$ cat src/rtl/core/mtep_pkg.sv
// ============================================================================
// mtep_pkg - shared types and constants for the MIDI track event parser
// Result item layout, item kinds, error codes and the meta length table.
// ============================================================================
package mtep_pkg;

    // Default longest variable-length quantity, in bytes
    localparam int VLQ_MAX_BYTES_DEF = 4;

    localparam int VLQ_W   = 28;  // decoded delta / length width
    localparam int CNT_W   = 3;   // byte counter width
    localparam int TAG_LEN = 4;   // chunk tag and chunk length size in bytes

    // Output tdata width, padded to whole bytes
    localparam int OUT_FIELDS_W = 28 + 8 + 8 + 8 + 8 + 28 + 8 + 2 + 1;
    localparam int OUT_DATA_W   = ((OUT_FIELDS_W + 7) / 8) * 8;

    // Status and meta codes
    localparam logic [7:0] STATUS_SYSEX      = 8'hF0;
    localparam logic [7:0] STATUS_META       = 8'hFF;
    localparam logic [3:0] STATUS_HI_SYSTEM  = 4'hF;
    localparam logic [3:0] STATUS_HI_PROGRAM = 4'hC;
    localparam logic [3:0] STATUS_HI_CHANPRS = 4'hD;
    localparam logic [7:0] META_END_OF_TRACK = 8'h2F;

    typedef enum logic [1:0] {
        KIND_RECORD  = 2'd0,
        KIND_PAYLOAD = 2'd1,
        KIND_ERROR   = 2'd2
    } t_kind;

    typedef enum logic [1:0] {
        ERR_BAD_TAG      = 2'd0,
        ERR_BAD_STATUS   = 2'd1,
        ERR_UNKNOWN_META = 2'd2,
        ERR_META_LENGTH  = 2'd3
    } t_err;

    // One result item, fields as they leave the block
    typedef struct packed {
        t_kind            kind;
        logic [VLQ_W-1:0] delta_ticks;
        logic [7:0]       status_byte;
        logic [7:0]       first_data;
        logic [7:0]       second_data;
        logic [7:0]       meta_kind;
        logic [VLQ_W-1:0] payload_length;
        logic [7:0]       payload_byte;
        logic             last;
        t_err             error_code;
        logic             track_end;
    } t_result;

    // Expected length of a meta event type
    typedef struct packed {
        logic       known;  // type is recognized
        logic       any;    // any length accepted
        logic [2:0] len;    // fixed length when not any
    } t_meta_len;

    function automatic t_meta_len meta_len_of(input logic [7:0] t);
        t_meta_len m;
        m = '{known: 1'b1, any: 1'b0, len: 3'd0};
        case (t)
            8'h00: m.len = 3'd2;
            8'h01, 8'h02, 8'h03, 8'h04,
            8'h05, 8'h06, 8'h07, 8'h7F: m.any = 1'b1;
            8'h20: m.len = 3'd1;
            8'h21: m.len = 3'd1;
            8'h2F: m.len = 3'd0;
            8'h51: m.len = 3'd3;
            8'h54: m.len = 3'd5;
            8'h58: m.len = 3'd4;
            8'h59: m.len = 3'd2;
            default: m.known = 1'b0;
        endcase
        return m;
    endfunction

    // Chunk tag "MTrk", one byte per position
    function automatic logic [7:0] tag_byte(input logic [1:0] idx);
        logic [7:0] v;
        case (idx)
            2'd0:    v = 8'h4D;
            2'd1:    v = 8'h54;
            2'd2:    v = 8'h72;
            default: v = 8'h6B;
        endcase
        return v;
    endfunction

endpackage

$ cat src/rtl/core/mtep_in_reg.sv
// ============================================================================
// mtep_in_reg - input register stage
// Captures one raw byte and its restart flag per transfer.
// ============================================================================
module mtep_in_reg (
    input  logic       i_clk,
    input  logic       i_rst_n,
    input  logic       i_valid,
    output logic       o_ready,
    input  logic [7:0] i_byte,
    input  logic       i_restart,
    output logic       o_valid,
    input  logic       i_take,
    output logic [7:0] o_byte,
    output logic       o_restart
);

    logic       r_valid;
    logic [7:0] r_byte;
    logic       r_restart;

    // Free when empty or when the held byte moves on this cycle
    assign o_ready = !r_valid || i_take;

    always_ff @(posedge i_clk) begin
        if (!i_rst_n) begin
            r_valid <= 1'b0;
        end else if (o_ready) begin
            r_valid <= i_valid;
        end
    end

    always_ff @(posedge i_clk) begin
        if (o_ready && i_valid) begin
            r_byte    <= i_byte;
            r_restart <= i_restart;
        end
    end

    assign o_valid   = r_valid;
    assign o_byte    = r_byte;
    assign o_restart = r_restart;

endmodule

$ cat src/rtl/core/mtep_decoder.sv
// ============================================================================
// mtep_decoder - track chunk decode state machine
// Consumes one byte per step and produces at most one result item.
// ============================================================================
module mtep_decoder #(
    parameter int VLQ_MAX_BYTES = mtep_pkg::VLQ_MAX_BYTES_DEF
) (
    input  logic              i_clk,
    input  logic              i_rst_n,
    input  logic              i_step,
    input  logic [7:0]        i_byte,
    input  logic              i_restart,
    output logic              o_res_valid,
    output mtep_pkg::t_result o_res
);

    localparam int CW = mtep_pkg::CNT_W;
    localparam int VW = mtep_pkg::VLQ_W;

    typedef enum logic [3:0] {
        PH_TAG      = 4'd0,
        PH_LEN      = 4'd1,
        PH_DELTA    = 4'd2,
        PH_STATUS   = 4'd3,
        PH_DATA1    = 4'd4,
        PH_DATA2    = 4'd5,
        PH_SYSLEN   = 4'd6,
        PH_METATYPE = 4'd7,
        PH_METALEN  = 4'd8,
        PH_PAYLOAD  = 4'd9
    } t_phase;

    t_phase        r_phase,  n_phase,  e_phase;
    logic [CW-1:0] r_cnt,    n_cnt,    e_cnt;
    logic [VW-1:0] r_vlq,    n_vlq,    e_vlq;
    logic [7:0]    r_prev,   n_prev,   e_prev;
    logic [7:0]    r_cur,    n_cur,    e_cur;
    logic [7:0]    r_held,   n_held,   e_held;
    logic [7:0]    r_meta,   n_meta,   e_meta;
    logic [VW-1:0] r_delta,  n_delta,  e_delta;
    logic [VW-1:0] r_rem,    n_rem,    e_rem;
    logic          r_halt,   n_halt,   e_halt;

    logic [CW-1:0]       cnt_inc;
    logic [VW-1:0]       vlq_base;
    logic [VW-1:0]       vlq_nx;
    logic                vlq_done;
    logic [VW-1:0]       rem_dec;
    logic [7:0]          st;
    logic                running;
    logic                two_data;
    mtep_pkg::t_meta_len mlen;
    mtep_pkg::t_meta_len mlen_in;

    function automatic mtep_pkg::t_result make_record(
        input logic [VW-1:0] delta,
        input logic [7:0]    status,
        input logic [7:0]    d1,
        input logic [7:0]    d2,
        input logic [7:0]    meta,
        input logic [VW-1:0] plen,
        input logic          tend
    );
        mtep_pkg::t_result r;
        r                = '0;
        r.kind           = mtep_pkg::KIND_RECORD;
        r.delta_ticks    = delta;
        r.status_byte    = status;
        r.first_data     = d1;
        r.second_data    = d2;
        r.meta_kind      = meta;
        r.payload_length = plen;
        r.last           = (plen == '0);
        r.track_end      = tend;
        return r;
    endfunction

    function automatic mtep_pkg::t_result make_error(input mtep_pkg::t_err code);
        mtep_pkg::t_result r;
        r            = '0;
        r.kind       = mtep_pkg::KIND_ERROR;
        r.last       = 1'b1;
        r.error_code = code;
        return r;
    endfunction

    // Restart byte sees the reset state
    always_comb begin
        if (i_restart) begin
            e_phase = PH_TAG;
            e_cnt   = '0;
            e_vlq   = '0;
            e_prev  = '0;
            e_cur   = '0;
            e_held  = '0;
            e_meta  = '0;
            e_delta = '0;
            e_rem   = '0;
            e_halt  = 1'b0;
        end else begin
            e_phase = r_phase;
            e_cnt   = r_cnt;
            e_vlq   = r_vlq;
            e_prev  = r_prev;
            e_cur   = r_cur;
            e_held  = r_held;
            e_meta  = r_meta;
            e_delta = r_delta;
            e_rem   = r_rem;
            e_halt  = r_halt;
        end
    end

    // Shared datapath pieces
    assign cnt_inc  = e_cnt + CW'(1);
    assign vlq_base = (e_cnt == '0) ? '0 : e_vlq;
    assign vlq_nx   = {vlq_base[VW-8:0], i_byte[6:0]};
    assign vlq_done = !i_byte[7] || (cnt_inc >= CW'(VLQ_MAX_BYTES));
    assign rem_dec  = e_rem - VW'(1);
    assign running  = !i_byte[7];
    assign st       = running ? e_prev : i_byte;
    assign two_data = !(e_cur[7:4] inside {mtep_pkg::STATUS_HI_PROGRAM,
                                           mtep_pkg::STATUS_HI_CHANPRS});
    assign mlen     = mtep_pkg::meta_len_of(e_meta);
    assign mlen_in  = mtep_pkg::meta_len_of(i_byte);

    // Next state and result
    always_comb begin
        logic st_two;
        n_phase     = e_phase;
        n_cnt       = e_cnt;
        n_vlq       = e_vlq;
        n_prev      = e_prev;
        n_cur       = e_cur;
        n_held      = e_held;
        n_meta      = e_meta;
        n_delta     = e_delta;
        n_rem       = e_rem;
        n_halt      = e_halt;
        o_res       = '0;
        o_res_valid = 1'b0;
        st_two      = !(st[7:4] inside {mtep_pkg::STATUS_HI_PROGRAM,
                                        mtep_pkg::STATUS_HI_CHANPRS});

        if (!e_halt) begin
            case (e_phase)
                PH_TAG: begin
                    if (i_byte != mtep_pkg::tag_byte(e_cnt[1:0])) begin
                        o_res       = make_error(mtep_pkg::ERR_BAD_TAG);
                        o_res_valid = 1'b1;
                        n_halt      = 1'b1;
                    end else if (cnt_inc >= CW'(mtep_pkg::TAG_LEN)) begin
                        n_cnt   = '0;
                        n_phase = PH_LEN;
                    end else begin
                        n_cnt = cnt_inc;
                    end
                end
                PH_LEN: begin
                    if (cnt_inc >= CW'(mtep_pkg::TAG_LEN)) begin
                        n_cnt   = '0;
                        n_phase = PH_DELTA;
                    end else begin
                        n_cnt = cnt_inc;
                    end
                end
                PH_DELTA: begin
                    n_vlq = vlq_nx;
                    n_cnt = vlq_done ? '0 : cnt_inc;
                    if (vlq_done) begin
                        n_delta = vlq_nx;
                        n_phase = PH_STATUS;
                    end
                end
                PH_STATUS: begin
                    n_cur = st;
                    if (!st[7]) begin
                        o_res       = make_error(mtep_pkg::ERR_BAD_STATUS);
                        o_res_valid = 1'b1;
                        n_halt      = 1'b1;
                    end else if (st[7:4] == mtep_pkg::STATUS_HI_SYSTEM) begin
                        // system status cancels running status
                        n_prev = '0;
                        if (st == mtep_pkg::STATUS_SYSEX) begin
                            n_phase = PH_SYSLEN;
                        end else if (st == mtep_pkg::STATUS_META) begin
                            n_phase = PH_METATYPE;
                        end else begin
                            n_phase     = PH_DELTA;
                            o_res       = make_record(e_delta, st, '0, '0, '0, '0, 1'b0);
                            o_res_valid = 1'b1;
                        end
                    end else begin
                        n_prev = st;
                        if (!running) begin
                            n_phase = PH_DATA1;
                        end else begin
                            // running status: this byte is the first data byte
                            n_held = i_byte;
                            if (st_two) begin
                                n_phase = PH_DATA2;
                            end else begin
                                n_phase     = PH_DELTA;
                                o_res       = make_record(e_delta, st, i_byte, '0, '0, '0,
                                                          1'b0);
                                o_res_valid = 1'b1;
                            end
                        end
                    end
                end
                PH_DATA1: begin
                    n_held = i_byte;
                    if (two_data) begin
                        n_phase = PH_DATA2;
                    end else begin
                        n_phase     = PH_DELTA;
                        o_res       = make_record(e_delta, e_cur, i_byte, '0, '0, '0, 1'b0);
                        o_res_valid = 1'b1;
                    end
                end
                PH_DATA2: begin
                    n_phase     = PH_DELTA;
                    o_res       = make_record(e_delta, e_cur, e_held, i_byte, '0, '0, 1'b0);
                    o_res_valid = 1'b1;
                end
                PH_SYSLEN: begin
                    n_rem       = VW'(i_byte);
                    n_phase     = (i_byte != '0) ? PH_PAYLOAD : PH_DELTA;
                    o_res       = make_record(e_delta, e_cur, '0, '0, '0, VW'(i_byte), 1'b0);
                    o_res_valid = 1'b1;
                end
                PH_METATYPE: begin
                    n_meta = i_byte;
                    if (!mlen_in.known) begin
                        o_res       = make_error(mtep_pkg::ERR_UNKNOWN_META);
                        o_res_valid = 1'b1;
                        n_halt      = 1'b1;
                    end else begin
                        n_cnt   = '0;
                        n_phase = PH_METALEN;
                    end
                end
                PH_METALEN: begin
                    n_vlq = vlq_nx;
                    n_cnt = vlq_done ? '0 : cnt_inc;
                    if (vlq_done) begin
                        if (!mlen.any && (vlq_nx != VW'(mlen.len))) begin
                            o_res       = make_error(mtep_pkg::ERR_META_LENGTH);
                            o_res_valid = 1'b1;
                            n_halt      = 1'b1;
                        end else begin
                            n_rem       = vlq_nx;
                            o_res_valid = 1'b1;
                            if (e_meta == mtep_pkg::META_END_OF_TRACK) begin
                                // end of track: next byte opens a new chunk
                                n_phase = PH_TAG;
                                o_res   = make_record(e_delta, e_cur, '0, '0, e_meta, '0,
                                                      1'b1);
                            end else begin
                                n_phase = (vlq_nx != '0) ? PH_PAYLOAD : PH_DELTA;
                                o_res   = make_record(e_delta, e_cur, '0, '0, e_meta,
                                                      vlq_nx, 1'b0);
                            end
                        end
                    end
                end
                PH_PAYLOAD: begin
                    n_rem              = rem_dec;
                    o_res.kind         = mtep_pkg::KIND_PAYLOAD;
                    o_res.payload_byte = i_byte;
                    o_res.last         = (rem_dec == '0);
                    o_res_valid        = 1'b1;
                    if (rem_dec == '0) begin
                        n_phase = PH_DELTA;
                    end
                end
                default: begin
                    n_phase = PH_TAG;
                    n_cnt   = '0;
                end
            endcase
        end
    end

    // State registers
    always_ff @(posedge i_clk) begin
        if (!i_rst_n) begin
            r_phase <= PH_TAG;
            r_cnt   <= '0;
            r_vlq   <= '0;
            r_prev  <= '0;
            r_cur   <= '0;
            r_held  <= '0;
            r_meta  <= '0;
            r_delta <= '0;
            r_rem   <= '0;
            r_halt  <= 1'b0;
        end else if (i_step) begin
            r_phase <= n_phase;
            r_cnt   <= n_cnt;
            r_vlq   <= n_vlq;
            r_prev  <= n_prev;
            r_cur   <= n_cur;
            r_held  <= n_held;
            r_meta  <= n_meta;
            r_delta <= n_delta;
            r_rem   <= n_rem;
            r_halt  <= n_halt;
        end
    end

endmodule

$ cat src/rtl/core/mtep_out_reg.sv
// ============================================================================
// mtep_out_reg - result register
// Holds one result item until the downstream transfer completes.
// ============================================================================
module mtep_out_reg (
    input  logic              i_clk,
    input  logic              i_rst_n,
    input  logic              i_load,
    input  mtep_pkg::t_result i_res,
    output logic              o_free,
    output logic              o_valid,
    input  logic              i_ready,
    output mtep_pkg::t_result o_res
);

    logic              r_valid;
    mtep_pkg::t_result r_res;

    // Room for a new item when empty or draining this cycle
    assign o_free = !r_valid || i_ready;

    always_ff @(posedge i_clk) begin
        if (!i_rst_n) begin
            r_valid <= 1'b0;
        end else if (o_free) begin
            r_valid <= i_load;
        end
    end

    always_ff @(posedge i_clk) begin
        if (o_free && i_load) begin
            r_res <= i_res;
        end
    end

    assign o_valid = r_valid;
    assign o_res   = r_res;

endmodule

$ cat src/rtl/core/midi_track_event_parser.sv
// ============================================================================
// midi_track_event_parser - Standard MIDI File track chunk parser
// Checks the chunk tag, skips the chunk length and decodes track events into
// event records, payload bytes and error items, one raw byte per transfer.
// ============================================================================
// An input byte passes the input register, the decoder and the result register.
// Throughput: one byte per cycle while the result register has room.
// Bytes that yield no result item produce no output transfer.
// Reset (i_rst_n low, synchronous) empties both registers and returns the
// decoder to the chunk tag; a byte with restart set first resets the decoder.
module midi_track_event_parser #(
    parameter int VLQ_MAX_BYTES = mtep_pkg::VLQ_MAX_BYTES_DEF
) (
    input  logic                             i_clk,
    input  logic                             i_rst_n,
    input  logic                             s_axis_tvalid,
    output logic                             s_axis_tready,
    input  logic [7:0]                       s_axis_tdata,  // [7:0] in_byte
    input  logic                             s_axis_tuser,  // [0] restart
    output logic                             m_axis_tvalid,
    input  logic                             m_axis_tready,
    // [27:0] delta_ticks, [35:28] status_byte, [43:36] first_data,
    // [51:44] second_data, [59:52] meta_kind, [87:60] payload_length,
    // [95:88] payload_byte, [97:96] error_code, [98] track_end, rest zero
    output logic [mtep_pkg::OUT_DATA_W-1:0]  m_axis_tdata,
    output logic [1:0]                       m_axis_tuser,  // [1:0] kind
    output logic                             m_axis_tlast   // last
);

    logic              in_valid;
    logic [7:0]        in_byte;
    logic              in_restart;
    logic              out_free;
    logic              step;
    logic              res_valid;
    mtep_pkg::t_result res;
    mtep_pkg::t_result out_res;

    // Input register
    mtep_in_reg u_in (
        .i_clk     (i_clk),
        .i_rst_n   (i_rst_n),
        .i_valid   (s_axis_tvalid),
        .o_ready   (s_axis_tready),
        .i_byte    (s_axis_tdata),
        .i_restart (s_axis_tuser),
        .o_valid   (in_valid),
        .i_take    (step),
        .o_byte    (in_byte),
        .o_restart (in_restart)
    );

    // A held byte is decoded once the result register has room
    assign step = in_valid && out_free;

    mtep_decoder #(
        .VLQ_MAX_BYTES (VLQ_MAX_BYTES)
    ) u_dec (
        .i_clk       (i_clk),
        .i_rst_n     (i_rst_n),
        .i_step      (step),
        .i_byte      (in_byte),
        .i_restart   (in_restart),
        .o_res_valid (res_valid),
        .o_res       (res)
    );

    mtep_out_reg u_out (
        .i_clk   (i_clk),
        .i_rst_n (i_rst_n),
        .i_load  (step && res_valid),
        .i_res   (res),
        .o_free  (out_free),
        .o_valid (m_axis_tvalid),
        .i_ready (m_axis_tready),
        .o_res   (out_res)
    );

    // Pack the result fields, delta_ticks in the lowest bits
    assign m_axis_tdata = {
        {(mtep_pkg::OUT_DATA_W - mtep_pkg::OUT_FIELDS_W){1'b0}},
        out_res.track_end,
        out_res.error_code,
        out_res.payload_byte,
        out_res.payload_length,
        out_res.meta_kind,
        out_res.second_data,
        out_res.first_data,
        out_res.status_byte,
        out_res.delta_ticks
    };
    assign m_axis_tuser = out_res.kind;
    assign m_axis_tlast = out_res.last;

endmodule

$ cat config.mk
export PLATFORM = sky130hd
export DESIGN_NAME = midi_track_event_parser
export DESIGN_NICKNAME = d
export VERILOG_FILES = /design/src/rtl/core/mtep_pkg.sv /design/src/rtl/core/mtep_in_reg.sv /design/src/rtl/core/mtep_decoder.sv /design/src/rtl/core/mtep_out_reg.sv /design/src/rtl/core/midi_track_event_parser.sv
export SDC_FILE = /design/constraint.sdc
export NUM_CORES = 1
export LEC_CHECK = 0
export ABC_AREA = 1
export BUFFER_PORTS_ARGS = -buffer_cell sky130_fd_sc_hd__buf_2
export CAP_MARGIN = 30
export CORE_MARGIN = 5
export CORE_UTILIZATION = 45
export DETAILED_ROUTE_END_ITERATION = 12
export GPL_ROUTABILITY_DRIVEN = 0
export HOLD_SLACK_MARGIN = 0.1
export SLEW_MARGIN = 10
export SYNTH_ARGS = -nofsm -noshare
export SYNTH_HDL_FRONTEND = slang
export SYNTH_SLANG_ARGS = --single-unit
export TNS_END_PERCENT = 20
$ cat constraint.sdc
create_clock -name i_clk -period 5.37 [get_ports i_clk]
set_clock_uncertainty 0.15 [all_clocks]
set_input_delay 1.074 -clock i_clk [delete_from_list [all_inputs] [get_ports i_clk]]
set_output_delay 1.074 -clock i_clk [all_outputs]
set_load 0.05 [all_outputs]
; ---- Word level (Yosys, flattened, before mapping)
; Index checks and enable logic that the tools add are counted.
[op_classes]
magnitude_cmp = 1
n_addsub = 2
eq_ne = 50
n_mux = 99
n_reduce_logical = 30
[ops]
columns = op, count
row1 = 102-bit 2-to-1 mux, 8
row2 = 88-bit one-hot mux with 7 select lines, 1
row3 = 28-bit 2-to-1 mux, 11
row4 = 100-bit 2-to-1 mux, 3
row5 = 8-bit 2-to-1 mux, 19
row6 = 28-bit one-hot mux with 3 select lines, 1
row7 = 8-bit by 7-bit == test with 1-bit output (second input constant), 10
row8 = 9-bit one-hot mux with 8 select lines, 1
row9 = 4-bit 2-to-1 mux, 17
row10 = 8-bit by 3-bit == test with 1-bit output (second input constant), 8
row11 = 28-bit logical NOT, 2
row12 = 8-bit by 6-bit == test with 1-bit output (second input constant), 6
row13 = 3-bit one-hot mux with 5 select lines, 3
row14 = 40-bit 2-to-1 mux, 1
row15 = 4-bit one-hot mux with 10 select lines, 1
row16 = 8-bit by 2-bit == test with 1-bit output (second input constant), 4
row17 = 4-bit == test (second input constant), 7
row18 = 28-bit by 3-bit != test with 1-bit output, 1
row19 = 28-bit nonzero test, 1
row20 = 28-bit by 1-bit subtractor with 28-bit output (second input constant), 1
row21 = 3-bit 2-to-1 mux, 9
row22 = 21-bit 2-to-1 mux, 1
row23 = 1-bit 2-to-1 mux, 18
row24 = 6-bit one-hot mux with 3 select lines, 1
row25 = other kinds (28), 47
[word_totals]
word_cells = 207
reg_bits = 237
out_inout_bits = 109

; ---- Logic depth before layout (Yosys ltp)
; Gate-level depths: netlist (run 1).
[depth]
ltp_word = 12
mapped_depth = 26

; ---- Cells and area by module
; Synthesis (run 1) repeated with hierarchy kept, for this count alone.
[unflattened]
hier_cells = 1905
area_unflattened_um2 = 13711.9
[by_module_without_submodules]
columns = module, area_each_um2, cells_each, instances
row1 = mtep_decoder, 10217.3, 1770, 1
row2 = mtep_out_reg, 3114.2, 109, 1
row3 = mtep_in_reg, 321.6, 16, 1
row4 = midi_track_event_parser, 58.8, 10, 1

; ---- Worst setup path before layout (run 1)
; OpenSTA, ideal clock, no wires.
[synth_path]
path_kind = register to register
from = register u_in.r_restart (netlist: u_in.o_restart)
to = register u_out.r_res (netlist bit u_out.o_res[0]) (enable)
slack_ns = 0.546
path_buffers = 4
path_stages_with_launch = 17
t_arrival_ns = 4.219
setup_ns = 0.456
path_cell_list = edfxtp_1 -> inv_2 -> buf_6 -> buf_6 -> buf_2 -> clkbuf_1 -> nand2_1 -> inv_1 -> ha_1 -> or2_2 -> nand2_1 -> nor2_1 -> nor2_1 -> nor4_1 -> nand2_1 -> nand2_1 -> inv_1
[synth_via]
elab_chain_cells = 12
[synth_rtl]
columns = item, line
row1 = "start, declared", mtep_in_reg.sv:20  ; logic r_restart;
row2 = "start signal, assigned", mtep_in_reg.sv:36  ; r_restart <= i_restart;
row3 = branches (longest 9 deep; another with 8-bit 2-to-1 mux), --
row4 = 1-bit 2-to-1 mux (*), mtep_decoder.sv:145  ; if (!e_halt) begin
row5 = 1-bit logical AND (*), midi_track_event_parser.sv:71  ; .i_load (step && res_valid),
row6 = 1-bit logical AND (*), mtep_out_reg.sv:31  ; if (o_free && i_load) begin
row7 = "end signal, assigned", mtep_out_reg.sv:32  ; r_res <= i_res;
row8 = "end, declared", mtep_out_reg.sv:17  ; mtep_pkg::t_result r_res;
; Mark *: on every way between the ends. The select of a mux whose other input is x is not followed.
; A chain may end at the register's enable or synchronous reset.

; ---- Final worst setup path (run 1)
[layout_path]
from = register u_in.r_restart (netlist: u_in.o_restart)
to = register u_out.r_res (netlist bit u_out.o_res[82]) (data pin)
[layout_via]
elab_chain_cells = 9
[layout_rtl]
columns = item, line
row1 = 8-bit 2-to-1 mux, mtep_decoder.sv:89  ; if (i_restart) begin
row2 = 8-bit by 7-bit == test with 1-bit output (tied with other cells), --
row3 = 2-bit OR reduction (no line) (tied with other cells), --
row4 = 3-bit one-hot mux with 5 select lines (tied with other cells), mtep_pkg.sv:64  ; case (t)
row5 = 28-bit by 3-bit != test with 1-bit output (tied with other cells), mtep_decoder.sv:247  ; if (!mlen.any && (vlq_nx != VW'(mlen.len))) begin
row6 = 1-bit logical AND / 102-bit 2-to-1 mux (equally long branches), "mtep_decoder.sv:247, mtep_decoder.sv:195"
row7 = 102-bit 2-to-1 mux (on tied branches), "mtep_decoder.sv:247, mtep_decoder.sv:181"
row8 = 102-bit 2-to-1 mux (on tied branches), "mtep_decoder.sv:246, mtep_decoder.sv:177"
row9 = 88-bit one-hot mux with 7 select lines, mtep_decoder.sv:146  ; case (e_phase)
; Parallel ways exist; a longest one is shown, timed or not.

==> results of run 1 <==
-- where the power goes --
| group | internal (mW) | switching (mW) | leakage [nW] |
|---|---|---|---|
| Combinational | 0.131 | 0.453 | 3.66 |
| Sequential | 1.93 | 0.0541 | 1.93 |
| Clock | 1.09 | 0.736 | 0.434 |
-- cells in the final DEF, fill, tap and decap left out, types with 28 or more instances in the layout --
cell and count:
clkbuf_16 28, nand4_1 28, o211ai_1 61, a21oi_1 141
edfxtp_1 111, nor2_1 190, o21ai_0 133, inv_1 166
buf_2 116, nand3_1 92, nand2_1 401, nor3_1 40
dfxtp_1 119
-- through the flow --
| stage | utilization [%] | hold slack, ps | power [mW] | setup WS [ps] |
|---|---|---|---|---|
| after CTS | 51.3 | 315 | 4.43 | 1170 |
| after global routing | 51.3 | 332 | 4.57 | 792 |
| after floorplan | - | 287 | 2.45 | 546 |
| after global placement | 48.1 | 297 | 2.59 | 1360 |
| after detailed placement | 48.2 | 305 | 2.60 | 1190 |
| final | 51.3 | 316 | 4.39 | 1180 |
-- layout make-up --
class	instances	area (µm²)	share of cell area, %
multi-input cells	1249	6150	41.8
flip-flops and latches	230	5720	38.9
repair buffers	137	771	5.24
inverters	189	714	4.86
clock buffers	31	712	4.84
well taps	384	480	3.27
clock inverters	17	169	1.15
-- worst max-delay path, stage by stage (launching register included) --
cell,delay [ps]
edfxtp_1,430
inv_4,310
buf_4,560
nand2_1,280
nand2_1,170
nor2_1,70
nand2_2,80
nand3_1,80
nand2_1,60
nand2_1,70
nand2_2,100
nor2_4,40
nor2_4,140
nor2_8,60
nand2_4,170
nand2_4,90
nor2_4,170
nand2_4,60
nand2_2,630
nor2_1,110
-- per-layer routing --
layer	routed length, µm	up-vias
met4	1250	0
met1	17900	5827
met2	18400	603
met3	3480	88
li1	-	6112
met5	0	-
-- flip-flops by register name, summed over array words and instances (netlist names), 8 cells and up --
register       count
u_dec.r_held       8
u_dec.r_meta       8
u_in.o_byte        8
u_dec.r_cur        8
u_dec.r_vlq       21
u_dec.r_delta     28
u_out.o_res      102
u_dec.r_prev       8
u_dec.r_rem       28
-- cell families (layout without fill, tap and decap cells) --
kind of cell	Yosys count	after routing	synth area share, %
buffers and inverters	297	374	9.53
other	1	5	0.0287
adders and majority gates	4	4	0.382
DFF	230	230	43.7
and+or+nand+nor	820	820	27.7
AOI/OAI and AO/OA	415	415	18.3
xor gates and xnor gates	5	5	0.335
-- worst min-delay path by stage --
| stage | startpoint | end | slack (ps) | cells past startpoint |
|---|---|---|---|---|
| 3_5_place_dp | u_dec.r_vlq[16] | u_dec.r_vlq[16] | 300 | 2 |
| 3_3_place_gp | u_dec.r_vlq[11] | u_dec.r_vlq[11] | 300 | 2 |
| 6_report | u_dec.r_vlq[8] | u_dec.r_vlq[8] | 320 | 2 |
| 4_1_cts | u_dec.r_vlq[16] | u_dec.r_vlq[16] | 320 | 2 |
| 2_1_floorplan | u_dec.r_vlq[13] | u_dec.r_vlq[13] | 290 | 2 |
| 5_1_grt | u_dec.r_vlq[16] | u_dec.r_vlq[16] | 330 | 2 |
==> results.sh, run 1 <==
export IMPL_status="complete, no violations"
export IMPL_r2r_end="u_out.o_res[82]"
export IMPL_cts_made_buffers=26
export IMPL_n_antenna_cell=0
export IMPL_timing_final_crit_period_ps=4190
export IMPL_irDropWorstVdd_mv=0.241
export IMPL_wirelength_mm=41.0
export IMPL_fin_crit_sh_pct=78.0
export IMPL_synth_flop_cell="dfxtp_1"
export IMPL_drt_iter0_drc=1406
export IMPL_holdCritPathClass="reg2reg"
export IMPL_cts_tree="built"
export IMPL_cts_repair_resized=0
export IMPL_dp_cells=2189
export IMPL_antenna_found_initial=1
export IMPL_cts_setup_buffers=0
export IMPL_gr_total_overflow=0
export IMPL_maxCapViolCount=0
export IMPL_synthCells=1772
export IMPL_p_leak_nw=6.02
export IMPL_drcViolationCount=0
export IMPL_busiest_layer="met2"
export IMPL_placed_area_um2=13800
export IMPL_path_max_fanout=59
export IMPL_cts_htree_levels=1
export IMPL_yosysSeqAreaShare_pct=43.7
export IMPL_fin_nets=1850
export IMPL_slew_viol_final=0
export IMPL_crit_reg2reg_launch="u_in.o_restart"
export IMPL_die_w_um=181
export IMPL_grt_pass1_wl_mm=65.3
export IMPL_end_kind="register"
export IMPL_grt_max_degree=78
export IMPL_use_met2_pct=38.1
export IMPL_portBuffers=116
export IMPL_fmax_mhz=239
export IMPL_crit_path_end="u_out.o_res[82]"
export IMPL_viasPerCell=5.65
export IMPL_post_synth_top_count_cell="nand2_1"
export IMPL_fin_cells=2237
export IMPL_finalSetupTns_ps=0
export IMPL_dpl_hpwl_mm=28.1
export IMPL_ff2ff_setup_slack_ps=1180
export IMPL_crit_type="reg2reg"
export IMPL_cts_root_buffer="clkbuf_16"
export IMPL_synth_top_cells_by_count="402 x nand2_1, 191 x nor2_1, 168 x inv_1"
export IMPL_startpoint_type="register"
export IMPL_ys_ff_latch=230
export IMPL_required_ps=5470
export IMPL_antenna_left=0
export IMPL_clock_sink_count=230
export IMPL_powerDensity_nw_per_um2=299
export IMPL_io_pins=122
export IMPL_cts_reportedPaths_clkPinSlew_ps=60
export IMPL_fp_row_count=62
export IMPL_async_flop_share_pct=0
export IMPL_fillers=2849
export IMPL_clockBufferDepth=3
export IMPL_use_met1_pct=34.5
export IMPL_die_area_um2=32600
export IMPL_gr_usage_met3_pct=3.73
export IMPL_synth_area_um2=13100
export IMPL_initial_utilization_pct=45.6
export IMPL_reg2reg_depth=19
export IMPL_coreArea_um2=28700
export IMPL_setup_viol=0
export IMPL_die_y_um=181
export IMPL_track_usage_pct=24.3
export IMPL_hold_buffers=0
export IMPL_ys_warnings_count=0
export IMPL_wire_per_inst_um=18.3
export IMPL_clock_latency_ps=540
export IMPL_synth_top_cell_area_share_pct=25.5
export IMPL_worstMarginPinSlew_ps=894
export IMPL_slew_headroom_pct=40.4
export IMPL_grt_pass1_vias=11700
export IMPL_finish_instance_area_um2=14700
export IMPL_hold_viol_final=0
export IMPL_syn_area_per_cell_um2=7.39
export IMPL_synthTopCellsByArea="edfxtp_1 25%, dfxtp_1 18%, nand2_1 12%"
export IMPL_synth_edf_count=111
export IMPL_drtPass1Iterations=6
export IMPL_yosys_area_top_type="edfxtp_1"
export IMPL_drive_gt1_share_pct=14.0
export IMPL_vias=12600
export IMPL_syn_to_final_growth_pct=12.4
export IMPL_arrival_ps=4290
export IMPL_ys_types=47
export IMPL_rsz0062_at_grt="false"
export IMPL_worstSetupStartpoint="u_in.o_restart"
Power figures use the tool's default switching activity.
==> run 2, diff against run 1 <==
--- a/config.mk
+++ b/config.mk
@@ -13,6 +13,7 @@
 export DETAILED_ROUTE_END_ITERATION = 12
 export GPL_ROUTABILITY_DRIVEN = 0
 export HOLD_SLACK_MARGIN = 0.1
+export PLACE_DENSITY = 0.66
 export SLEW_MARGIN = 10
 export SYNTH_ARGS = -nofsm -noshare
 export SYNTH_HDL_FRONTEND = slang
==> constraint.sdc (replaced) <==
create_clock -name i_clk -period 3.82 [get_ports i_clk]
set_clock_uncertainty 0.15 [all_clocks]
set_input_delay 0.764 -clock i_clk [delete_from_list [all_inputs] [get_ports i_clk]]
set_output_delay 0.764 -clock i_clk [all_outputs]
set_load 0.05 [all_outputs]
==> run 2 against run 1 <==
  * Global-route usage down 0.52 points
  * Sequential share of layout area decreased by 0.69 points
  * Largest cell class unchanged
  * Final cell count grew 1.4%
  * Die area unchanged
  * Flip-flop and latch count unchanged
  * Register-to-register slack got worse by 930 ps
  * Critical path type unchanged
  * First-iteration DRC count increased by 19%
  * Hold slack worse by 55 ps
  * Largest power group unchanged
  * Clock-buffer cell count rose by 3
  * Final area increased by 1.8%
  * Power rose by 40%
==> results.sh, run 2 (synthesis gave the netlist of run 1 again) <==
export IMPL_status="complete, no violations"
export IMPL_reg2reg_depth=20
export IMPL_die_area_um2=32600
export IMPL_final_setup_worst_slack_ps=256
export IMPL_worstSetupStartpoint="u_in.o_restart"
export IMPL_hold_buffers=0
export IMPL_maxCapViolCount=0
export IMPL_finish_instance_area_um2=15000
export IMPL_cts_tree="built"
export IMPL_io_pins=122
export IMPL_track_usage_pct=23.8
export IMPL_grt_pass1_vias=11900
export IMPL_fin_crit_sh_pct=93.3
export IMPL_grt_max_degree=95
export IMPL_cts_root_buffer="clkbuf_16"
export IMPL_portBuffers=116
export IMPL_timing_final_crit_period_ps=3560
export IMPL_slew_headroom_pct=48.5
export IMPL_final_cell_mix="397 x nand2_1, 189 x nor2_1, 165 x inv_1"
export IMPL_drt_iter0_drc=1677
export IMPL_gr_total_overflow=0
export IMPL_hold_viol_final=0
export IMPL_cts_htree_levels=1
export IMPL_slew_viol_final=0
export IMPL_antenna_found_initial=0
export IMPL_wire_per_inst_um=17.8
export IMPL_drtPass1Iterations=6
export IMPL_crit_reg2reg_launch="u_in.o_restart"
export IMPL_fp_row_count=62
export IMPL_clock_sink_count=230
export IMPL_viasPerCell=5.65
export IMPL_die_w_um=181
export IMPL_clockBufferDepth=3
export IMPL_coreArea_um2=28700
export IMPL_p_leak_nw=6.17
export IMPL_setup_viol=0
export IMPL_antenna_left=0
export IMPL_vias=12800
export IMPL_n_antenna_cell=0
export IMPL_syn_to_final_growth_pct=14.4
export IMPL_fin_nets=1882
export IMPL_arrival_ps=3680
export IMPL_path_max_fanout=41
export IMPL_crit_path_end="u_out.o_res[73]"
export IMPL_fin_util_pct=52.2
export IMPL_holdCritPathClass="in2reg"
export IMPL_wirelength_mm=40.3
export IMPL_pre_cts_ws_ps=318
export IMPL_fmax_mhz=281
export IMPL_hold_ws_ps=261
export IMPL_dp_cells=2221
export IMPL_layout_commonest_cell="nand2_1"
export IMPL_worstMarginPinSlew_ps=771
export IMPL_cts_made_buffers=26
export IMPL_cts_reportedPaths_clkPinSlew_ps=60
export IMPL_powerDensity_nw_per_um2=411
export IMPL_placed_area_um2=14100
export IMPL_rsz0062_at_grt="false"
export IMPL_fin_cells=2268
export IMPL_drive_gt1_share_pct=15.8
export IMPL_r2r_end="u_out.o_res[73]"
export IMPL_ff2ff_setup_slack_ps=260
export IMPL_dpl_hpwl_mm=28.2
export IMPL_crit_type="reg2reg"
export IMPL_startpoint_type="register"
export IMPL_total_power_mw=6.16
export IMPL_grt_pass1_wl_mm=64.4
export IMPL_end_kind="register"
export IMPL_required_ps=3940
export IMPL_irDropWorstVdd_mv=0.298
export IMPL_largest_reg_flops=102
export IMPL_die_y_um=181
export IMPL_finalSetupTns_ps=0
export IMPL_drcViolationCount=0
export IMPL_clock_latency_ps=550
export IMPL_initial_utilization_pct=45.6
==> run 2: cell types whose count changed in the layout (fill, tap and decap cells not counted), sizes merged <==
cell	delta
inv	-1
clkbuf	+3
clkinv	-4
buf	+32
clkinvlp	+1
==> run 2: worst min path at each step <==
| stage | start | to | slack (ps) | depth (start not counted) |
|---|---|---|---|---|
| global placement | u_dec.r_vlq[10] | u_dec.r_vlq[10] | 300 | 2 |
| finish | s_axis_tdata[3] | u_in.o_byte[3] | 260 | 1 |
| global route | s_axis_tdata[1] | u_in.o_byte[1] | 260 | 1 |
| detailed placement | u_dec.r_vlq[18] | u_dec.r_vlq[18] | 300 | 2 |
| floorplan | u_dec.r_vlq[13] | u_dec.r_vlq[13] | 290 | 2 |
| CTS | s_axis_tdata[3] | u_in.o_byte[3] | 260 | 1 |
==> run 2: layer usage <==
layer | share of wire, % | up-vias | GRT usage, %
li1 | - | 6162 | -
met1 | 43 | 5896 | 33.5
met2 | 44 | 619 | 36.7
met3 | 9.3 | 140 | 4.20
met4 | 3.9 | 0 | 8.65
met5 | 0 | - | 0
==> run 2: cell type report <==
| cell class | instances | area (µm²) |
|---|---|---|
| clock buffers | 34 | 712 |
| clock inverters | 13 | 151 |
| fillers | 2820 | 13700 |
| inverters | 189 | 716 |
| multi-input cells | 1249 | 6190 |
| flip-flops and latches | 230 | 5720 |
| well taps | 384 | 480 |
| repair buffers | 169 | 1010 |
==> run 2: power breakdown <==
part | internal (mW) | leakage (nW) | switching [mW]
combinational | 0.199 | 3.82 | 0.651
clock | 1.52 | 0.422 | 1.02
sequential | 2.71 | 1.93 | 0.0614
==> run 2: critical path: stages, from the launching register on <==
cell and delay (ps):
edfxtp_1 420, inv_4 250, nand2_1 180, ha_4 210
nand2_4 330, nand2_1 210, nand2_1 130, nor2_1 80
nand3_1 110, nor2_2 50, nand2_2 90, nor2_4 50
nor2_4 150, nor2_8 60, nand2_4 150, nand2_4 90
nor2_4 170, nand2_4 60, nand2_2 80, buf_12 220
nor2_1 70
==> run 2: what timing repair did <==
action,CTS,global route
setup endpoints to repair,0,4
setup buffers,0,0
resized for setup,0,1
